===== config.mk =====
export PLATFORM = sky130hd
export DESIGN_NAME = bitmap_longest_clear_run_top_flat
export DESIGN_NICKNAME = d
export VERILOG_FILES = /design/src/design/bmlcr_pkg.sv /design/src/design/bmlcr_if.sv /design/src/design/bmlcr_lane.sv /design/src/design/bmlcr_merge.sv /design/src/design/bitmap_longest_clear_run_top.sv /design/src/flat_wrapper.sv
export SDC_FILE = /design/constraint.sdc
export NUM_CORES = 1
export LEC_CHECK = 0
export BUFFER_PORTS_ARGS = -buffer_cell sky130_fd_sc_hd__buf_4
export CORE_ASPECT_RATIO = 1.2
export CORE_UTILIZATION = 40
export CTS_CLUSTER_SIZE = 8
export DETAILED_ROUTE_END_ITERATION = 7
export HOLD_SLACK_MARGIN = 0.08
export PLACE_DENSITY = 0.61
export SYNTH_ARGS = -nofsm -noshare
export SYNTH_HDL_FRONTEND = slang
export SYNTH_SLANG_ARGS = --single-unit

===== constraint.sdc =====
create_clock -name clk -period 17.4 [get_ports clk]
set_input_delay 1.74 -clock clk [delete_from_list [all_inputs] [get_ports clk]]
set_output_delay 1.74 -clock clk [all_outputs]
set_load 0.1 [all_outputs]

===== src/design/bmlcr_pkg.sv =====
// ----------------------------------------------------------------------------
// Bitmap longest clear run: shared package
// Widths, lane geometry, segment summary type and the segment merge function.
// ----------------------------------------------------------------------------
package bmlcr_pkg;

  localparam int WORD_BITS = 32;
  localparam int LANE_BITS = 8;
  localparam int LANES     = WORD_BITS / LANE_BITS;
  localparam int LEVELS    = $clog2(LANES);
  localparam int MAX_BITS  = 65536;
  localparam int SIZE_W    = 17;
  localparam int INDEX_W   = 16;
  localparam int OFF_W     = $clog2(WORD_BITS);
  localparam int POS_W     = INDEX_W - OFF_W;
  localparam int CNT_W     = $clog2(WORD_BITS + 1);

  // Summary of the clear runs inside one segment of a word
  typedef struct packed {
    logic             all_clr;  // every bit of the segment is clear
    logic [CNT_W-1:0] pre;      // clear bits from the low end
    logic [CNT_W-1:0] suf;      // clear bits from the high end
    logic [CNT_W-1:0] mx;       // longest clear run, earliest on a tie
    logic [OFF_W-1:0] mx_off;   // offset of that run within the segment
  } seg_t;

  // Sideband that travels with each item through the pipeline
  typedef struct packed {
    logic [INDEX_W-1:0] base;   // bit index of bit 0 of the word
    logic               last;   // word closes the scan
    logic               empty;  // size is zero: answer at once, touch nothing
  } meta_t;

  // Join a low segment l (lw bits wide) with the high segment r above it
  function automatic seg_t seg_combine(seg_t l, seg_t r, logic [CNT_W-1:0] lw);
    seg_t             res;
    logic [CNT_W-1:0] mid;
    logic [OFF_W-1:0] mid_off;
    begin
      res.all_clr = l.all_clr & r.all_clr;
      res.pre     = l.all_clr ? l.pre + r.pre : l.pre;
      res.suf     = r.all_clr ? r.suf + l.suf : r.suf;
      mid         = l.suf + r.pre;
      mid_off     = OFF_W'(lw - l.suf);
      res.mx      = l.mx;
      res.mx_off  = l.mx_off;
      // later candidates win only when strictly longer
      if (mid > res.mx) begin
        res.mx     = mid;
        res.mx_off = mid_off;
      end
      if (r.mx > res.mx) begin
        res.mx     = r.mx;
        res.mx_off = r.mx_off + OFF_W'(lw);
      end
      return res;
    end
  endfunction

endpackage


===== src/design/bmlcr_if.sv =====
// ----------------------------------------------------------------------------
// Bitmap longest clear run: channel interfaces
// Valid/ready channels for bitmap words in and scan results out.
// ----------------------------------------------------------------------------
interface bmlcr_word_if;
  import bmlcr_pkg::*;

  logic                 valid;
  logic                 ready;
  logic [WORD_BITS-1:0] data_word;

  modport source (output valid, output data_word, input ready);
  modport sink   (input valid, input data_word, output ready);
endinterface

interface bmlcr_result_if;
  import bmlcr_pkg::*;

  logic               valid;
  logic               ready;
  logic [SIZE_W-1:0]  run_length;
  logic [INDEX_W-1:0] start_index;

  modport source (output valid, output run_length, output start_index, input ready);
  modport sink   (input valid, input run_length, input start_index, output ready);
endinterface


===== src/design/bmlcr_lane.sv =====
// ----------------------------------------------------------------------------
// Bitmap longest clear run: lane
// Summarises the clear runs of one lane of a word and registers the summary.
// ----------------------------------------------------------------------------
module bmlcr_lane (
  input  logic                            clk,
  input  logic                            en,
  input  logic [bmlcr_pkg::LANE_BITS-1:0] lane_bits,
  output bmlcr_pkg::seg_t                 seg
);
  import bmlcr_pkg::*;

  seg_t seg_next;

  always_comb begin
    logic [CNT_W-1:0] run;
    logic             hit;
    seg_next = '0;
    // clear bits from the low end
    hit = 1'b0;
    for (int i = 0; i < LANE_BITS; i++) begin
      if (lane_bits[i]) hit = 1'b1;
      if (!hit) seg_next.pre = seg_next.pre + CNT_W'(1);
    end
    // clear bits from the high end
    hit = 1'b0;
    for (int i = LANE_BITS - 1; i >= 0; i--) begin
      if (lane_bits[i]) hit = 1'b1;
      if (!hit) seg_next.suf = seg_next.suf + CNT_W'(1);
    end
    // longest run, earliest kept on a tie
    run = '0;
    for (int i = 0; i < LANE_BITS; i++) begin
      run = lane_bits[i] ? '0 : run + CNT_W'(1);
      if (run > seg_next.mx) begin
        seg_next.mx     = run;
        seg_next.mx_off = OFF_W'(i) + OFF_W'(1) - OFF_W'(run);
      end
    end
    seg_next.all_clr = (seg_next.pre == CNT_W'(LANE_BITS));
  end

  always_ff @(posedge clk) begin
    if (en) begin
      seg <= seg_next;
    end
  end

endmodule


===== src/design/bmlcr_merge.sv =====
// ----------------------------------------------------------------------------
// Bitmap longest clear run: lane merge
// Folds the lane summaries into one word summary through a tree, registered.
// ----------------------------------------------------------------------------
module bmlcr_merge (
  input  logic            clk,
  input  logic            en,
  input  bmlcr_pkg::seg_t lane_seg [bmlcr_pkg::LANES],
  output bmlcr_pkg::seg_t word_seg
);
  import bmlcr_pkg::*;

  // heap order: node 1 is the root, leaves sit at LANES .. 2*LANES-1
  seg_t node [2*LANES];

  always_comb begin
    int k;
    node[0] = '0;
    for (int j = 0; j < LANES; j++) begin
      node[LANES + j] = lane_seg[j];
    end
    for (int lv = 1; lv <= LEVELS; lv++) begin
      for (int j = 0; j < (LANES >> lv); j++) begin
        k       = (LANES >> lv) + j;
        node[k] = seg_combine(node[2*k], node[2*k + 1], CNT_W'(LANE_BITS << (lv - 1)));
      end
    end
  end

  always_ff @(posedge clk) begin
    if (en) begin
      word_seg <= node[1];
    end
  end

endmodule


===== src/design/bitmap_longest_clear_run_top.sv =====
// ----------------------------------------------------------------------------
// Bitmap longest clear run: top level
// Streams a bitmap one word per item and reports its longest clear run.
// ----------------------------------------------------------------------------
// Throughput: one word per cycle while the result register is free to take a
// result; the scan state update, one add and two compares against the running best, sets that figure.
// Path: after the edge that accepts its last word, the result of a scan passes
// the lane stage, the merge stage and the output register, in that order.
// Reset: clears the size register, the scan state and all valid bits;
// there is no clearing pass and the block is ready in the cycle after reset.
// ----------------------------------------------------------------------------
module bitmap_longest_clear_run_top (
  input  logic                         clk,
  input  logic                         rst,
  bmlcr_word_if.sink                   word_ch,
  bmlcr_result_if.source               result_ch,
  input  logic                         cfg_we,
  input  logic [bmlcr_pkg::SIZE_W-1:0] cfg_wdata
);
  import bmlcr_pkg::*;

  // --------------------------------------------------------------------------
  // Configuration and word position
  // --------------------------------------------------------------------------
  logic [SIZE_W-1:0] bitmap_size;
  logic [POS_W-1:0]  word_position;

  logic [SIZE_W-1:0] size_sat;
  logic [SIZE_W-1:0] base_ext;
  logic [SIZE_W-1:0] remaining;
  logic              at_end;
  logic              fits;
  logic              last_now;
  logic              empty_now;
  logic [CNT_W-1:0]  vcnt_now;

  // Saturate the size, then work out how many bits of this word count.
  always_comb begin
    size_sat  = (bitmap_size > SIZE_W'(MAX_BITS)) ? SIZE_W'(MAX_BITS) : bitmap_size;
    base_ext  = SIZE_W'({word_position, {OFF_W{1'b0}}});
    at_end    = (base_ext >= size_sat);
    remaining = size_sat - base_ext;
    fits      = (remaining <= SIZE_W'(WORD_BITS));
    last_now  = at_end || fits;
    empty_now = (size_sat == '0);
    if (at_end) begin
      vcnt_now = '0;
    end else if (fits) begin
      vcnt_now = CNT_W'(remaining);
    end else begin
      vcnt_now = CNT_W'(WORD_BITS);
    end
  end

  // --------------------------------------------------------------------------
  // Pipeline control: each stage moves when the one after it has room
  // --------------------------------------------------------------------------
  logic  v0, v1, v2, out_v;
  meta_t s0_meta, s1_meta, s2_meta;
  logic  out_free, res2, fire3;
  logic  ready2, load2, ready1, load1, ready0, accept;

  assign out_free = !out_v || result_ch.ready;
  assign res2     = s2_meta.last || s2_meta.empty;
  assign fire3    = v2 && (!res2 || out_free);
  assign ready2   = !v2 || fire3;
  assign load2    = v1 && ready2;
  assign ready1   = !v1 || load2;
  assign load1    = v0 && ready1;
  assign ready0   = !v0 || load1;
  assign accept   = word_ch.valid && ready0;

  assign word_ch.ready = ready0;

  always_ff @(posedge clk) begin
    if (rst) begin
      v0    <= 1'b0;
      v1    <= 1'b0;
      v2    <= 1'b0;
      out_v <= 1'b0;
    end else begin
      if (accept)      v0 <= 1'b1;
      else if (load1)  v0 <= 1'b0;
      if (load1)       v1 <= 1'b1;
      else if (load2)  v1 <= 1'b0;
      if (load2)       v2 <= 1'b1;
      else if (fire3)  v2 <= 1'b0;
      if (fire3 && res2)         out_v <= 1'b1;
      else if (result_ch.ready)  out_v <= 1'b0;
    end
  end

  // Size register and position counter; a size write restarts the scan.
  always_ff @(posedge clk) begin
    if (rst) begin
      bitmap_size   <= '0;
      word_position <= '0;
    end else if (cfg_we) begin
      bitmap_size   <= cfg_wdata;
      word_position <= '0;
    end else if (accept && !empty_now) begin
      word_position <= last_now ? '0 : word_position + POS_W'(1);
    end
  end

  // --------------------------------------------------------------------------
  // Stage 0: hold the word with its valid bit count and sideband
  // --------------------------------------------------------------------------
  logic [WORD_BITS-1:0] s0_word;
  logic [CNT_W-1:0]     s0_vcnt;
  logic [WORD_BITS-1:0] s0_masked;

  always_ff @(posedge clk) begin
    if (accept) begin
      s0_word       <= word_ch.data_word;
      s0_vcnt       <= vcnt_now;
      s0_meta.base  <= base_ext[INDEX_W-1:0];
      s0_meta.last  <= last_now;
      s0_meta.empty <= empty_now;
    end
  end

  // Force bits past the size to set, so they end any run and start none.
  always_comb begin
    for (int i = 0; i < WORD_BITS; i++) begin
      s0_masked[i] = s0_word[i] | !(CNT_W'(i) < s0_vcnt);
    end
  end

  // --------------------------------------------------------------------------
  // Stage 1: lanes summarise their slice of the word
  // --------------------------------------------------------------------------
  seg_t lane_seg [LANES];

  for (genvar g = 0; g < LANES; g++) begin : g_lane
    bmlcr_lane u_lane (
      .clk       (clk),
      .en        (load1),
      .lane_bits (s0_masked[g*LANE_BITS +: LANE_BITS]),
      .seg       (lane_seg[g])
    );
  end

  always_ff @(posedge clk) begin
    if (load1) begin
      s1_meta <= s0_meta;
    end
  end

  // --------------------------------------------------------------------------
  // Stage 2: merge the lanes into one word summary
  // --------------------------------------------------------------------------
  seg_t word_seg;

  bmlcr_merge u_merge (
    .clk      (clk),
    .en       (load2),
    .lane_seg (lane_seg),
    .word_seg (word_seg)
  );

  always_ff @(posedge clk) begin
    if (load2) begin
      s2_meta <= s1_meta;
    end
  end

  // --------------------------------------------------------------------------
  // Stage 3: fold the word summary into the scan state
  // --------------------------------------------------------------------------
  logic [SIZE_W-1:0]  current_run, best_run;
  logic [INDEX_W-1:0] current_start, best_start_pos;

  logic [SIZE_W-1:0]  ext_len, b1_len, b2_len, run_next;
  logic [INDEX_W-1:0] ext_start, b1_start, b2_start, start_next;

  always_comb begin
    // open run carried in, extended by the word's low clear bits
    ext_len   = current_run + SIZE_W'(word_seg.pre);
    ext_start = (current_run == '0) ? s2_meta.base : current_start;
    b1_len    = best_run;
    b1_start  = best_start_pos;
    if (ext_len > b1_len) begin
      b1_len   = ext_len;
      b1_start = ext_start;
    end
    // then the longest run found inside the word
    b2_len   = b1_len;
    b2_start = b1_start;
    if (SIZE_W'(word_seg.mx) > b1_len) begin
      b2_len   = SIZE_W'(word_seg.mx);
      b2_start = s2_meta.base + INDEX_W'(word_seg.mx_off);
    end
    // run still open at the top of the word
    if (word_seg.all_clr) begin
      run_next   = current_run + SIZE_W'(WORD_BITS);
      start_next = ext_start;
    end else begin
      run_next   = SIZE_W'(word_seg.suf);
      start_next = s2_meta.base + INDEX_W'(WORD_BITS) - INDEX_W'(word_seg.suf);
    end
  end

  always_ff @(posedge clk) begin
    if (rst || cfg_we) begin
      current_run    <= '0;
      current_start  <= '0;
      best_run       <= '0;
      best_start_pos <= '0;
    end else if (fire3 && !s2_meta.empty) begin
      if (s2_meta.last) begin
        current_run    <= '0;
        current_start  <= '0;
        best_run       <= '0;
        best_start_pos <= '0;
      end else begin
        current_run    <= run_next;
        current_start  <= start_next;
        best_run       <= b2_len;
        best_start_pos <= b2_start;
      end
    end
  end

  // --------------------------------------------------------------------------
  // Output register: hold the result until it is taken
  // --------------------------------------------------------------------------
  logic [SIZE_W-1:0]  out_len;
  logic [INDEX_W-1:0] out_start;

  always_ff @(posedge clk) begin
    if (fire3 && res2) begin
      out_len   <= s2_meta.empty ? '0 : b2_len;
      out_start <= s2_meta.empty ? '0 : b2_start;
    end
  end

  assign result_ch.valid       = out_v;
  assign result_ch.run_length  = out_len;
  assign result_ch.start_index = out_start;

  // --------------------------------------------------------------------------
  // Assertions
  // --------------------------------------------------------------------------
  a_open_run_within_best: assert property (
    @(posedge clk) disable iff (rst) current_run <= best_run
  ) else $error("open clear run longer than the best run");

  a_no_run_no_start: assert property (
    @(posedge clk) disable iff (rst)
    result_ch.valid && result_ch.run_length == '0 |-> result_ch.start_index == '0
  ) else $error("start index given for an empty result");

  a_position_inside_size: assert property (
    @(posedge clk) disable iff (rst) size_sat != '0 |-> base_ext < size_sat
  ) else $error("word position past the bitmap size");

  a_last_word_clears: assert property (
    @(posedge clk) disable iff (rst)
    fire3 && s2_meta.last |=> current_run == '0 && best_run == '0
  ) else $error("scan state not cleared after the last word");

endmodule

===== src/flat_wrapper.sv =====
// flat-port wrapper written by rule: the top's interface ports become plain ports
module bitmap_longest_clear_run_top_flat import bmlcr_pkg::*;
  (clk, rst, cfg_we, cfg_wdata, word_ch_valid, word_ch_data_word, word_ch_ready, result_ch_valid, result_ch_run_length, result_ch_start_index, result_ch_ready);
  bmlcr_word_if word_ch_i ();
  bmlcr_result_if result_ch_i ();
  input  logic clk;
  input  logic rst;
  input  logic cfg_we;
  input  logic [bmlcr_pkg::SIZE_W-1:0] cfg_wdata;
  input wire logic [$bits(word_ch_i.valid)-1:0] word_ch_valid;
  input wire logic [$bits(word_ch_i.data_word)-1:0] word_ch_data_word;
  output wire logic [$bits(word_ch_i.ready)-1:0] word_ch_ready;
  output wire logic [$bits(result_ch_i.valid)-1:0] result_ch_valid;
  output wire logic [$bits(result_ch_i.run_length)-1:0] result_ch_run_length;
  output wire logic [$bits(result_ch_i.start_index)-1:0] result_ch_start_index;
  input wire logic [$bits(result_ch_i.ready)-1:0] result_ch_ready;
  assign word_ch_i.valid = word_ch_valid;
  assign word_ch_i.data_word = word_ch_data_word;
  assign word_ch_ready = word_ch_i.ready;
  assign result_ch_valid = result_ch_i.valid;
  assign result_ch_run_length = result_ch_i.run_length;
  assign result_ch_start_index = result_ch_i.start_index;
  assign result_ch_i.ready = result_ch_ready;
  bitmap_longest_clear_run_top u_core (.clk(clk), .rst(rst), .word_ch(word_ch_i), .result_ch(result_ch_i), .cfg_we(cfg_we), .cfg_wdata(cfg_wdata));
endmodule

==> results.toml <==
[logic_synthesis]
avgSynthCellArea_um2 = 8.95
synth_enable_flop_cells = 230
yosys-top-cells-count = "302 x ha_1, 285 x nand2_1, 279 x nor2_1"
syn_inst = 3110
yosysTopAreaCell = "edfxtp_1"
synth_top_area_share_pct = 24.8
synth_most_common_cell = "ha_1"
ys_top_cells_by_area = "edfxtp_1 25%, ha_1 14%, dfxtp_1 7.0%, nand2_1 3.8%, nor2_1 3.8%"
synth_cell_types = 122
synthArstFlopShare_pct = 0
synth-seq-cells = 328
yosys_warnings = 0
synth-main-ff-cell = "edfxtp_1"
yosysSeqAreaShare_pct = 31.9
synth.cell_area_mm2 = 0.0278

[layout]
antennaDiodeCount = 0
nFillCells = 6714
post-route-util_pct = 45.2
fin_nets = 3577
final_cells = 4153
final_area_mm2 = 0.0310
syn2layout_area_growth_pct = 11.4
drive_gt1_share_pct = 9.93

[clock_network]
ctsResizeCount = 0
insertion_delay_ns = 0.62
cts_tree = "built"
cts_root_buf = "clkbuf_16"
hold_buffers = 0
cts_buffer_depth = 3
path_clk_slew_ns = 0.05
htreeDepth = 2
post_cts_buffers = 0
cts_buffers = 48
clock_sinks = 328

[setup_path]
cp.arrival_ns = 13.46
max_stage_delay_ns = 0.95
crit_required_ns = 17.73
cp_common_cell = "o21a_1"
end_kind = "flop"
path_max_fanout = 23
startpoint_type = "flop"
rrSetupSlack_ns = 4.28
crit_type = "reg -> reg"
slowest_stage = "edfxtp_1"

[timing]
fmax_mhz = 76.2
setup_viol = 0
skew_ns = 0.0350
finalMaxSlewViolations = 0
hold_violations = 0
tightest_slew_ns = 1.20
fin_tns_setup_ns = 0
finalCriticalPeriod_ns = 13.12
period_share_pct = 75.4
fin_ws_ns = 4.28
maxSlewHeadroom_pct = 19.7
rsz0062_at_grt = "no"

[routing]
met2_wirelength_um = 36800
dr.max_layer_used = "met4"
drc = 0
initialDrtViolationCount = 1322
ant_nets = 0
dr.pass1.iters = 8
wl_met1_um = 30600
routed_wirelength_um = 73100
vias = 22900
vias_per_cell = 5.52
wl_met3_um = 2680
wire_per_inst_um = 17.6

[global_route]
grt_util_all_layers_pct = 20.4
grt_first_pass_wirelength_um = 117000
grt_pass1_vias = 22000
grt_overflow = 0
antenna_found_initial = 0
grt_max_degree = 60

[placed_design]
place_area_mm2 = 0.0295
io_buffers = 88
hpwl_um = 56800
dp.cells = 4069
place_ws_ns = 4.42
gp_congestion = 0.936

[floorplanning]
dieWidth_um = 243
rows = 105
start_util_pct = 40.6
die_area_mm2 = 0.0707
core_mm2 = 0.0686
ios = 89
die_y_um = 291

[power_and_ir_drop]
p_per_area_mw_per_mm2 = 93.0
peakVddDrop_v = 0.0000734
p_leak_nw = 12.8

[run]
max_cap_violations = 0

[status]
outcome = "complete, no violations"

[min_path]
hold_class = "reg -> reg"
-- where the power goes --
group | switching (mW) | total, mW | internal (mW) | leakage, nW
Clock | 0.365 | 0.897 | 0.532 | 0.689
Combinational | 0.617 | 1.05 | 0.432 | 9.12
Sequential | 0.0354 | 0.937 | 0.902 | 3.03
Total | 1.02 | 2.88 | 1.87 | 12.8
-- worst max-delay path, delay by kind of cell, from the launching register on --
| kind | cells | cell delay, ns |
|---|---|---|
| simple gates | 9 | 1.27 |
| mux | 2 | 0.82 |
| buf+inv | 2 | 0.46 |
| fa+ha+maj | 7 | 2.23 |
| compound gates | 27 | 7.07 |
| flops | 1 | 0.95 |
-- area by class of cell --
cell class,count,area [um2],area share [%]
Clock inverter,4,93.8,0.303
Tap cell,909,1140,3.67
Multi-Input combinational cell,2498,17800,57.5
Clock buffer,80,1360,4.39
Sequential cell,328,8870,28.6
Inverter,215,807,2.60
Timing Repair Buffer,119,893,2.88
-- final timing paths --
| check | depth (start not counted) | from | endpoint |
|---|---|---|---|
| max | 47 | u_core.s0_vcnt[3] | u_core.g_lane[3].u_lane.seg[3] |
| min | 0 | u_core.s1_meta[8] | u_core.s2_meta[8] |
| max reg2reg | 47 | u_core.s0_vcnt[3] | u_core.g_lane[3].u_lane.seg[3] |
| min reg2reg | 0 | u_core.s1_meta[8] | u_core.s2_meta[8] |
-- routing by layer --
metal | global-route usage, % | vias up
li1 | - | 11500
met4 | 8.93 | 0
met3 | 2.17 | 149
met1 | 24.3 | 10700
met2 | 36.8 | 491
met5 | 0 | -
-- cell families after synthesis --
group                    count (synthesis)  synth area share, %
other                                    2               0.0270
adder cells (fa/ha/maj)                318                 14.5
buffers and inverters                  338                 4.91
XOR/XNOR                               174                 5.60
multiplexers                           149                 5.68
flip-flops                             328                 31.9
AO/OA/AOI/OAI                          826                 20.5
AND/OR/NAND/NOR                        975                 16.9
-- metrics by stage --
| stage | hold slack (ns) | total power [mW] |
|---|---|---|
| global placement | 0.401 | 1.98 |
| CTS | 0.410 | 2.91 |
| finish | 0.408 | 2.88 |
| global route | 0.421 | 3.07 |
| detailed placement | 0.405 | 1.99 |
| floorplan | 0.400 | 1.74 |
-- placed cells by master (no fill, tap or decap), drive strengths merged, types with 50 or more instances in the layout --
cell    count
inv       212
xnor2     114
ha        302
mux2i      94
a21o       50
o21ai     175
xor2       59
dfxtp      98
o21a       80
nand3      57
mux2       55
conb       56
a21oi     192
nand2     285
clkbuf     80
edfxtp    230
nor2      282
nor3       72
buf       119
-- sequential cells by signal, indices dropped and copies added (netlist names), 17 cells and up --
register	flops
u_core.s0_word	32
u_core.current_run	17
u_core.best_run	17
u_core.u_merge.word_seg	24
u_core.result_ch.run_length	17
u_core.bitmap_size	17
u_core.g_lane.u_lane.seg	96
Note: power is estimated with default switching activity, not from simulation.
